File: src/design/icrb_pkg.sv
package icrb_pkg;

  // Controller states
  typedef enum logic [1:0] {
    ST_IDLE,
    ST_EXEC,
    ST_RESP
  } state_t;

  // Transaction kinds on the mode input
  typedef enum logic [1:0] {
    MODE_READ       = 2'd0,
    MODE_WRITE      = 2'd1,
    MODE_HW_PEND    = 2'd2,
    MODE_SET_ACTIVE = 2'd3
  } mode_t;

  // Bit-array blocks, selected by word_address[7:5] inside 0x040-0x0DF
  typedef enum logic [2:0] {
    BLK_SET_EN   = 3'd2,
    BLK_CLR_EN   = 3'd3,
    BLK_SET_PEND = 3'd4,
    BLK_CLR_PEND = 3'd5,
    BLK_ACTIVE   = 3'd6
  } blk_t;

  // Controller to datapath commands
  typedef struct packed {
    logic capture;  // latch the request fields
    logic execute;  // commit state update and load result registers
  } dp_cmd_t;

  localparam logic [15:0] CTRL_KEY      = 16'h05FA;
  localparam logic [15:0] CTRL_READ_TAG = 16'hFA05;
  localparam logic [9:0]  CTRL_WORD     = 10'h343;
  localparam logic [9:0]  SHP_BASE      = 10'h346;
  localparam int          SHP_WORDS     = 3;
  localparam logic [3:0]  IPR_PAGE      = 4'b0100;  // word_address[9:6] of 0x100-0x13F
  localparam logic [5:0]  IPR_WORDS     = 6'd60;

  // Mask of implemented lines within one 32-line bit word
  function automatic logic [31:0] row_mask(input int row, input int lines);
    logic [31:0] m;
    m = '0;
    for (int b = 0; b < 32; b++) begin
      if (row * 32 + b < lines) m[b] = 1'b1;
    end
    return m;
  endfunction

endpackage

File: src/design/icrb_ctrl.sv
module icrb_ctrl
  import icrb_pkg::*;
(
  input  logic    clk,
  input  logic    rst,
  input  logic    start,
  output logic    busy,
  output logic    done,
  output dp_cmd_t cmd
);

  state_t state, state_next;

  always_ff @(posedge clk) begin
    if (rst) begin
      state <= ST_IDLE;
    end else begin
      state <= state_next;
    end
  end

  always_comb begin
    state_next = state;
    unique case (state)
      ST_IDLE: if (start) state_next = ST_EXEC;
      ST_EXEC: state_next = ST_RESP;
      ST_RESP: state_next = start ? ST_EXEC : ST_IDLE;
      default: state_next = ST_IDLE;
    endcase
  end

  always_comb begin
    busy        = 1'b0;
    done        = 1'b0;
    cmd.capture = 1'b0;
    cmd.execute = 1'b0;
    unique case (state)
      ST_IDLE: cmd.capture = start;
      ST_EXEC: begin
        busy        = 1'b1;
        cmd.execute = 1'b1;
      end
      ST_RESP: begin
        done        = 1'b1;
        cmd.capture = start;
      end
      default: ;
    endcase
  end

endmodule

File: src/design/icrb_datapath.sv
module icrb_datapath
  import icrb_pkg::*;
#(
  parameter int NUM_IRQS      = 82,
  parameter int PRIORITY_BITS = 4
) (
  input  logic        clk,
  input  logic        rst,
  input  dp_cmd_t     cmd,
  input  logic [1:0]  mode,
  input  logic [9:0]  word_address,
  input  logic [31:0] write_data,
  input  logic [3:0]  byte_enable,
  input  logic [7:0]  irq_line,
  input  logic        active_value,
  output logic [31:0] read_data,
  output logic        bad_access,
  output logic        reset_request
);

  localparam int NBW = (NUM_IRQS + 31) / 32;   // 32-line bit words
  localparam int NPW = (NUM_IRQS + 3) / 4;     // 4-line priority words
  localparam int PSH = 8 - PRIORITY_BITS;      // unimplemented low priority bits
  localparam logic [7:0] NUM_IRQS_B = 8'(NUM_IRQS);

  // latched request
  mode_t       mode_q;
  logic [9:0]  addr_q;
  logic [31:0] wd_q;
  logic [3:0]  be_q;
  logic [7:0]  line_q;
  logic        av_q;

  // architectural state
  logic [31:0] en_q [NBW];
  logic [31:0] pend_q [NBW];
  logic [31:0] act_q [NBW];
  logic [3:0][PRIORITY_BITS-1:0] lp_q [NPW];
  logic [3:0][PRIORITY_BITS-1:0] hp_q [SHP_WORDS];
  logic [2:0] pg_q;

  logic [31:0] en_next [NBW];
  logic [31:0] pend_next [NBW];
  logic [31:0] act_next [NBW];
  logic [3:0][PRIORITY_BITS-1:0] lp_next [NPW];
  logic [3:0][PRIORITY_BITS-1:0] hp_next [SHP_WORDS];
  logic [2:0] pg_next;

  logic [31:0] rd;
  logic        bad;
  logic        rst_req;
  logic        wr;
  logic [4:0]  bw;
  logic [5:0]  pw;
  logic [1:0]  sw;
  logic [9:0]  shp_off;

  always_ff @(posedge clk) begin
    if (cmd.capture) begin
      mode_q <= mode_t'(mode);
      addr_q <= word_address;
      wd_q   <= write_data;
      be_q   <= byte_enable;
      line_q <= irq_line;
      av_q   <= active_value;
    end
  end

  assign wr      = (mode_q == MODE_WRITE);
  assign bw      = addr_q[4:0];
  assign pw      = addr_q[5:0];
  assign shp_off = addr_q - SHP_BASE;
  assign sw      = shp_off[1:0];

  always_comb begin
    en_next   = en_q;
    pend_next = pend_q;
    act_next  = act_q;
    lp_next   = lp_q;
    hp_next   = hp_q;
    pg_next   = pg_q;
    rd        = '0;
    bad       = 1'b0;
    rst_req   = 1'b0;

    if (mode_q == MODE_HW_PEND || mode_q == MODE_SET_ACTIVE) begin
      // hardware event on one line
      if (line_q < NUM_IRQS_B) begin
        for (int k = 0; k < NBW; k++) begin
          if (line_q[7:5] == 3'(k)) begin
            if (mode_q == MODE_HW_PEND) pend_next[k][line_q[4:0]] = 1'b1;
            else act_next[k][line_q[4:0]] = av_q;
          end
        end
      end else begin
        bad = 1'b1;
      end
    end else if (addr_q[9:8] == 2'b00 && addr_q[7:5] >= BLK_SET_EN &&
                 addr_q[7:5] <= BLK_ACTIVE) begin
      // enable / pending / active bit words
      if (bw >= 5'(NBW)) begin
        bad = 1'b1;
      end else begin
        for (int k = 0; k < NBW; k++) begin
          if (bw == 5'(k)) begin
            unique case (addr_q[7:5])
              BLK_SET_EN, BLK_CLR_EN: begin
                if (!wr) rd = en_q[k];
                else if (addr_q[5]) en_next[k] = en_q[k] & ~(wd_q & row_mask(k, NUM_IRQS));
                else en_next[k] = en_q[k] | (wd_q & row_mask(k, NUM_IRQS));
              end
              BLK_SET_PEND, BLK_CLR_PEND: begin
                if (!wr) rd = pend_q[k];
                else if (addr_q[5]) pend_next[k] = pend_q[k] & ~(wd_q & row_mask(k, NUM_IRQS));
                else pend_next[k] = pend_q[k] | (wd_q & row_mask(k, NUM_IRQS));
              end
              BLK_ACTIVE: begin
                if (!wr) rd = act_q[k];
              end
              default: ;
            endcase
          end
        end
      end
    end else if (addr_q[9:6] == IPR_PAGE && pw < IPR_WORDS) begin
      // per-line priority bytes
      if (pw >= 6'(NPW)) begin
        bad = 1'b1;
      end else begin
        for (int k = 0; k < NPW; k++) begin
          if (pw == 6'(k)) begin
            for (int i = 0; i < 4; i++) begin
              if (k * 4 + i < NUM_IRQS) begin
                if (!wr) rd[8*i +: 8] = 8'(lp_q[k][i]) << PSH;
                else if (be_q[i]) lp_next[k][i] = wd_q[8*i+PSH +: PRIORITY_BITS];
              end
            end
          end
        end
      end
    end else if (addr_q >= SHP_BASE && addr_q < SHP_BASE + 10'(SHP_WORDS)) begin
      // system handler priority bytes
      for (int k = 0; k < SHP_WORDS; k++) begin
        if (sw == 2'(k)) begin
          for (int i = 0; i < 4; i++) begin
            if (!wr) rd[8*i +: 8] = 8'(hp_q[k][i]) << PSH;
            else if (be_q[i]) hp_next[k][i] = wd_q[8*i+PSH +: PRIORITY_BITS];
          end
        end
      end
    end else if (addr_q == CTRL_WORD) begin
      if (!wr) begin
        rd = {CTRL_READ_TAG, 5'b0, pg_q, 8'b0};
      end else if (wd_q[31:16] == CTRL_KEY) begin
        pg_next = wd_q[10:8];
        rst_req = wd_q[2];
      end
    end else begin
      bad = 1'b1;
    end
  end

  always_ff @(posedge clk) begin
    if (rst) begin
      for (int k = 0; k < NBW; k++) begin
        en_q[k]   <= '0;
        pend_q[k] <= '0;
        act_q[k]  <= '0;
      end
      for (int k = 0; k < NPW; k++) lp_q[k] <= '0;
      for (int k = 0; k < SHP_WORDS; k++) hp_q[k] <= '0;
      pg_q <= '0;
    end else if (cmd.execute) begin
      en_q   <= en_next;
      pend_q <= pend_next;
      act_q  <= act_next;
      lp_q   <= lp_next;
      hp_q   <= hp_next;
      pg_q   <= pg_next;
    end
  end

  always_ff @(posedge clk) begin
    if (cmd.execute) begin
      read_data     <= (mode_q == MODE_READ) ? rd : '0;
      bad_access    <= bad;
      reset_request <= rst_req;
    end
  end

endmodule

File: src/design/interrupt_controller_register_bank_unit.sv
// Result: an accepted transaction goes through EXEC, which loads the result
// registers; the result is then on the result ports, with done high, in RESP.
// Throughput: start is ignored while busy is high in EXEC; it is taken again
// while done is high, so execute-then-respond in the controller sets the rate.
// Reset (rst, synchronous): all enable, pending, active and priority state and
// the priority group clear to zero. The receiver cannot stall a result.
module interrupt_controller_register_bank_unit
  import icrb_pkg::*;
#(
  parameter int NUM_IRQS      = 82,   // implemented interrupt lines, 1..240
  parameter int PRIORITY_BITS = 4     // implemented priority bits, 1..8
) (
  input  logic        clk,
  input  logic        rst,
  input  logic        start,
  output logic        busy,
  output logic        done,
  input  logic [1:0]  mode,
  input  logic [9:0]  word_address,
  input  logic [31:0] write_data,
  input  logic [3:0]  byte_enable,
  input  logic [7:0]  irq_line,
  input  logic        active_value,
  output logic [31:0] read_data,
  output logic        bad_access,
  output logic        reset_request
);

  // Controller: IDLE -> EXEC -> RESP. A transaction is accepted in IDLE or
  // RESP (busy low); EXEC commits the register update and loads the result
  // registers; RESP shows the result for exactly one cycle.
  dp_cmd_t cmd;

  icrb_ctrl u_ctrl (
    .clk   (clk),
    .rst   (rst),
    .start (start),
    .busy  (busy),
    .done  (done),
    .cmd   (cmd)
  );

  // Datapath: request latch, decode of the system control space, the bit
  // arrays (enable, pending, active), the priority byte stores and the
  // priority group, plus the result registers.
  icrb_datapath #(
    .NUM_IRQS      (NUM_IRQS),
    .PRIORITY_BITS (PRIORITY_BITS)
  ) u_dp (
    .clk           (clk),
    .rst           (rst),
    .cmd           (cmd),
    .mode          (mode),
    .word_address  (word_address),
    .write_data    (write_data),
    .byte_enable   (byte_enable),
    .irq_line      (irq_line),
    .active_value  (active_value),
    .read_data     (read_data),
    .bad_access    (bad_access),
    .reset_request (reset_request)
  );

endmodule

File: config.mk
export PLATFORM = sky130hd
export DESIGN_NAME = interrupt_controller_register_bank_unit
export DESIGN_NICKNAME = d
export VERILOG_FILES = /design/src/design/icrb_pkg.sv /design/src/design/icrb_ctrl.sv /design/src/design/icrb_datapath.sv /design/src/design/interrupt_controller_register_bank_unit.sv
export SDC_FILE = /design/constraint.sdc
export NUM_CORES = 2
export LEC_CHECK = 0
export ABC_AREA = 1
export BUFFER_PORTS_ARGS = -buffer_cell sky130_fd_sc_hd__clkbuf_2
export CORE_MARGIN = 2
export CORE_UTILIZATION = 63
export DETAILED_ROUTE_END_ITERATION = 6
export PLACE_DENSITY = 0.79
export REMOVE_ABC_BUFFERS = 1
export SYNTH_ARGS = -nofsm -noshare
export SYNTH_HDL_FRONTEND = slang
export SYNTH_SLANG_ARGS = --single-unit
File: constraint.sdc
create_clock -name clk -period 4.2 [get_ports clk]
set_clock_uncertainty 0.15 [all_clocks]
set_input_delay 0.84 -clock clk [delete_from_list [all_inputs] [get_ports clk]]
set_output_delay 0.84 -clock clk [all_outputs]
set_load 0.02 [all_outputs]
Word-level counts from Yosys, hierarchy flattened
Index checks and enable logic that the tools add are counted.
{"block": "op_classes", "n_addsub": 1, "multipliers": 0, "order_cmp": 10, "shift": 0, "reduce_logical": 128, "n_div": 0, "mux": 264, "eq_ne": 46, "bitwise": 44}
{"operator": "$mux 32", "n": 87}
{"operator": "$reduce_and 8->1", "n": 95}
{"operator": "$mux 8", "n": 94}
{"operator": "$and 32x32->32", "n": 14}
{"operator": "$mux 96", "n": 4}
{"operator": "$or 32x32->32", "n": 9}
{"operator": "$pmux 32 s3", "n": 3}
{"operator": "$not 32->32", "n": 6}
{"operator": "$and 32x18->32", "n": 4}
{"operator": "$bwmux 32", "n": 3}
{"operator": "$mux 1", "n": 69}
{"operator": "$eq 6x4->1 const B", "n": 8}
{"operator": "$eq 6x5->1 const B", "n": 5}
{"operator": "$reduce_and 9->1", "n": 3}
{"operator": "$eq 6x3->1 const B", "n": 4}
{"operator": "$reduce_and 7->1", "n": 3}
{"operator": "$eq 16x11->1 const B", "n": 1}
{"operator": "$mux 16", "n": 1}
{"operator": "$reduce_and 5->1", "n": 3}
{"operator": "$eq 6x2->1 const B", "n": 2}
{"operator": "$reduce_bool 2->1", "n": 6}
{"operator": "$not 1->1", "n": 11}
{"operator": "$eq 10x10->1 const B", "n": 1}
{"operator": "$ge 10x10->1 const B", "n": 1}
{"operator": "32 further kinds", "n": 56}
{"block": "word_totals", "rom_bits": 0, "register_bits": 760, "latch_bits": 0, "ramBits": 0, "output_inout_bits": 36, "n_memories": 0, "elab_cells": 607}

Logic depth before layout (Yosys ltp)
{"block": "logic_depth", "depth_word": 70, "ltp_mapped": 30}

Modules after synthesis
From an unflattened synthesis, not the netlist that was laid out.
{"block": "hier_totals", "cells_unflattened": 4927, "hier_area_um2": 35150.0}
{"mod": "icrb_datapath", "area_each_um2": 35068.6, "seq_area_each_um2": 15805.2, "cells_each": 4915, "n_inst": 1}
{"mod": "icrb_ctrl", "area_each_um2": 81.3, "seq_area_each_um2": 40.0, "cells_each": 12, "n_inst": 1}

Worst setup path before layout
No wires, ideal clock.
{"block": "synth_timing", "path_type": "in2reg", "from": "in start", "to": "reg u_dp.addr_q[0], enable pin", "path_buffers": 0, "path_stages": 2, "arrival_ns": 3.290, "path_slack_ns": 0.287, "t_required_ns": 3.576, "path_cell_list": "inv_1 > nor2_1"}
{"element": "start, declared", "line": "interrupt_controller_register_bank_unit.sv:15", "rtl": "input logic start,"}
{"element": "end signal, assigned", "line": "icrb_datapath.sv:61", "rtl": "addr_q <= word_address;"}
{"element": "end, declared", "line": "icrb_datapath.sv:28", "rtl": "logic [9:0] addr_q;"}

Worst setup path after layout
{"block": "layout_timing", "from": "reg u_dp.addr_q[0]", "to": "reg u_dp.lp_q[87] in the netlist's numbering"}
{"block": "layout_between", "elab_chain_len": 3}
{"element": "$lt 6x6->1 / $ge 6x5->1 (equally long branches)", "line": "icrb_datapath.sv:125, icrb_datapath.sv:127"}
{"element": "$logic_and 1x1->1 / $not 1->1 (equally long branches)"}
{"element": "$reduce_and 8->1 (no source line) *"}
{"element": "end signal, assigned", "line": "icrb_datapath.sv:177", "rtl": "lp_q <= lp_next;"}
{"element": "end, declared", "line": "icrb_datapath.sv:38", "rtl": "logic [3:0][PRIORITY_BITS-1:0] lp_q [NPW];"}
Every way passes the cells marked *; elsewhere a longest branch is shown, timed or not.
A chain may end at the register's enable or synchronous reset.

==> summary.txt <==
Finish
  – Share of cells above drive strength 1: 0.07771
  – Nets: 4969
  – Commonest non-fill, non-tap cell in the layout: a21oi_1
  – P&R area growth vs syn: 10.13%
  – Layout fillers: 4641
  – Most frequent cells in the layout: 930 x a21oi_1, 784 x o21ai_0, 771 x inv_1
  – # diodes: 0
  – Final instance area: 0.03908 mm²

Drt
  – DR vias: 35290
  – Drt drc: 1
  – Antenna Nets Post-Route: 0
  – Pre-antenna DRT Iters: 7
  – WL per Instance: a little over 20 µm
  – Met2 routed WL: between 50000 and 60000 µm
  – DR iter-0 viols: roughly 4600
  – Highest routing layer actually used: met5
  – Via/cell ratio: 6.174
  – M1 wire length: 44760 µm
  – WL met3: about 13000 µm
  – Routed WL: ~120000 µm

STA
  – Final Max Slew Viols: 0
  – Min Tclk post-route: 3.856 ns
  – Fmax: 259.3 MHz
  – Slew HR: 0.1689
  – Setup TNS: 0 ns
  – Hold Vio Cnt, Final: 0
  – Worst-Margin Slew: 1.245 ns
  – Crit share post-route: 0.9182
  – Final setup fails: 0
  – Unrepaired setup endpoints after global routing: false

Yosys
  – Synth cell types: 56
  – Post-synth EDFFs: 91
  – Synthesis Warnings: 0
  – Asr flop ratio synth: 0
  – Top_reg_cell synth: dfxtp_1
  – Syn_area_per_cell: a little over 7 µm²
  – Seq/Total Area, Yosys: 0.4465
  – Synth area leader: dfxtp_1
  – Share of the synthesized area in the top cell type: 0.3695
  – Synth top area cells: dfxtp_1 37%, a21oi_1 13%, o21ai_0 11%, inv_1 8.2%, edfxtp_1 7.7%
  – Post-synthesis cell area: 0.03548 mm²
  – Gate count of the mapped netlist: 4918
  – Synth Register Bits: 746

Pwr
  – Max VDD drop: approximately 0.00034 V
  – P per Cell Area: 389.1 mW/mm²
  – Pleak: 13.99 nW

Setup path
  – Crit path buf inv count: 3
  – Crit path kind: reg -> reg
  – Slowest CP cell: nor2_2
  – Crit. Startpoint: u_dp.addr_q[0]
  – CP Launch Type: flop
  – Worst path top cell family by delay: simple AND/OR/NAND/NOR gates
  – CP Capture Type: flop
  – Worst flop-to-flop path startpoint: u_dp.addr_q[0]
  – Max incr delay on CP: 0.54 ns
  – CP arrival: ~4.3 ns
  – Crit-path cells: nor2_4 > inv_2 > o211ai_1 > nand2_1 > nor3_2 > inv_2 > nor2_2 > inv_1 > nor2_1 > o21ai_0 > a21oi_1
  – Crit path top cell by count: inv_2
  – Worst Path Max Fanout: 18
  – Required time worst endpoint: 4.63 ns

Global route
  – Vias in the first global route: 32010
  – GRT Util Overall: 0.3965
  – Initial antenna violation count: 3
  – Largest net degree at the start of global routing: approximately 210
  – Global route total overflow: 0
  – First-pass GRT wire length: 179200 µm

CTS
  – CTS Buf Count: 79
  – # resized after CTS: 0
  – CTS tree: built
  – Clk root buf: clkbuf_16
  – Sink Count: 746
  – Post-CTS Setup Repair Bufs: 0
  – Clk Latency, worst-skew pair: 0.66 ns
  – Hold_buf cts: 0
  – Max Buffers Root-to-Sink: 3
  – Clock transition at path regs: approximately 0.06 ns
  – H-Tree Depth: 3

Die
  – Core Rows: 86
  – Chip width: between 200 and 250 µm
  – Initial Util: 0.6403
  – Floorplan Core Area: 0.05542 mm²
  – Full die area: 0.05824 mm²
  – Die height: 241.3 µm
  – Ports: 96

Min path
  – Hold wc startpoint: word_address[6]
  – Type of the worst min-delay path: in -> reg

Run status
  – Violated checks: design-rule violations
  – Status: finished, violations left

Placed design
  – RePlAce Congestion: 0.9720
  – HPWL after DPL: approximately 76000 µm
  – Dpl cell area: between 0.03 and 0.04 mm²
  – PortBufs: between 90 and 100

Run
  – Max-cap violations: 0
[worst paths after layout]
kind	endpoint	slack [ns]	depth (start not counted)
worst min register to register	u_dp.pend_q[31]	0.27	2
worst max register to register	u_dp.lp_q[87]	0.34	11
worst min-delay path	u_dp.addr_q[6]	0.21	1
worst max-delay path	u_dp.lp_q[87]	0.34	11
[routing by layer]
layer / up-vias / global-route usage
met3: 607 / 0.07338
met2: 2220 / 0.6240
met1: 15960 / 0.5010
met5: - / 0
met4: 4 / 0.2593
li1: 16490 / -
[logic make-up (layout without fill, tap and decap cells)]
family                   count (synthesis)  count (layout)  share of synthesized area
AO/OA/AOI/OAI                         1962            1962                     0.2985
adder cells (fa/ha/maj)                  4               4                   0.001410
buffers and inverters                 1096            1145                     0.1232
flip-flops                             746             746                     0.4465
AND/OR/NAND/NOR                       1110            1110                     0.1304
[worst reg2reg max path: stages (launching register included)]
cell,delay (ns)
edfxtp_1,0.51
nor2_4,0.48
inv_2,0.30
o211ai_1,0.25
nand2_1,0.15
nor3_2,0.24
inv_2,0.14
nor2_2,0.54
inv_1,0.25
nor2_1,0.45
o21ai_0,0.19
a21oi_1,0.15
[per-stage QoR]
stage | std cells | total power, mW | setup slack (ns) | utilization | hold slack, ns
5_1_grt | 5715 | 15.55 | 0.1224 | 0.7052 | 0.2131
2_1_floorplan | 4616 | 8.017 | -3.485 | - | 0.2499
4_1_cts | 5715 | 15.15 | 0.5474 | 0.7052 | 0.2142
6_report | 5715 | 15.21 | 0.3436 | 0.7052 | 0.2110
3_3_place_gp | 5572 | 8.451 | 0.6470 | 0.6600 | 0.2575
3_5_place_dp | 5572 | 8.458 | 0.6005 | 0.6600 | 0.2588
[layout make-up]
cell class	count	area, µm²	area share
Sequential cell	746	15850	0.4055
Timing Repair Buffer	208	1468	0.03756
Multi-Input combinational cell	3076	15340	0.3924
Clock inverter	20	137.6	0.003522
Clock buffer	123	2369	0.06061
Inverter	794	2989	0.07649
Tap cell	748	935.9	0.02395
[report_power, final]
part	total [mW]	internal (mW)	switching (mW)
Sequential	7.34	7.27	0.0612
Combinational	1.02	0.220	0.799
Clock	6.85	3.93	2.92
[synthesized netlist by cell type, types with 17 or more instances]
master    count
o21ai_0     784
nor2_1      298
inv_1       774
clkbuf_1    240
nand2_1     564
a21oi_1     930
a221oi_1     29
a31oi_1      25
dfxtp_1     655
buf_1        21
nor3_1       25
inv_2        17
edfxtp_1     91
nand3_1     165
a311oi_1     92
Note: power is estimated with default switching activity, not from simulation.
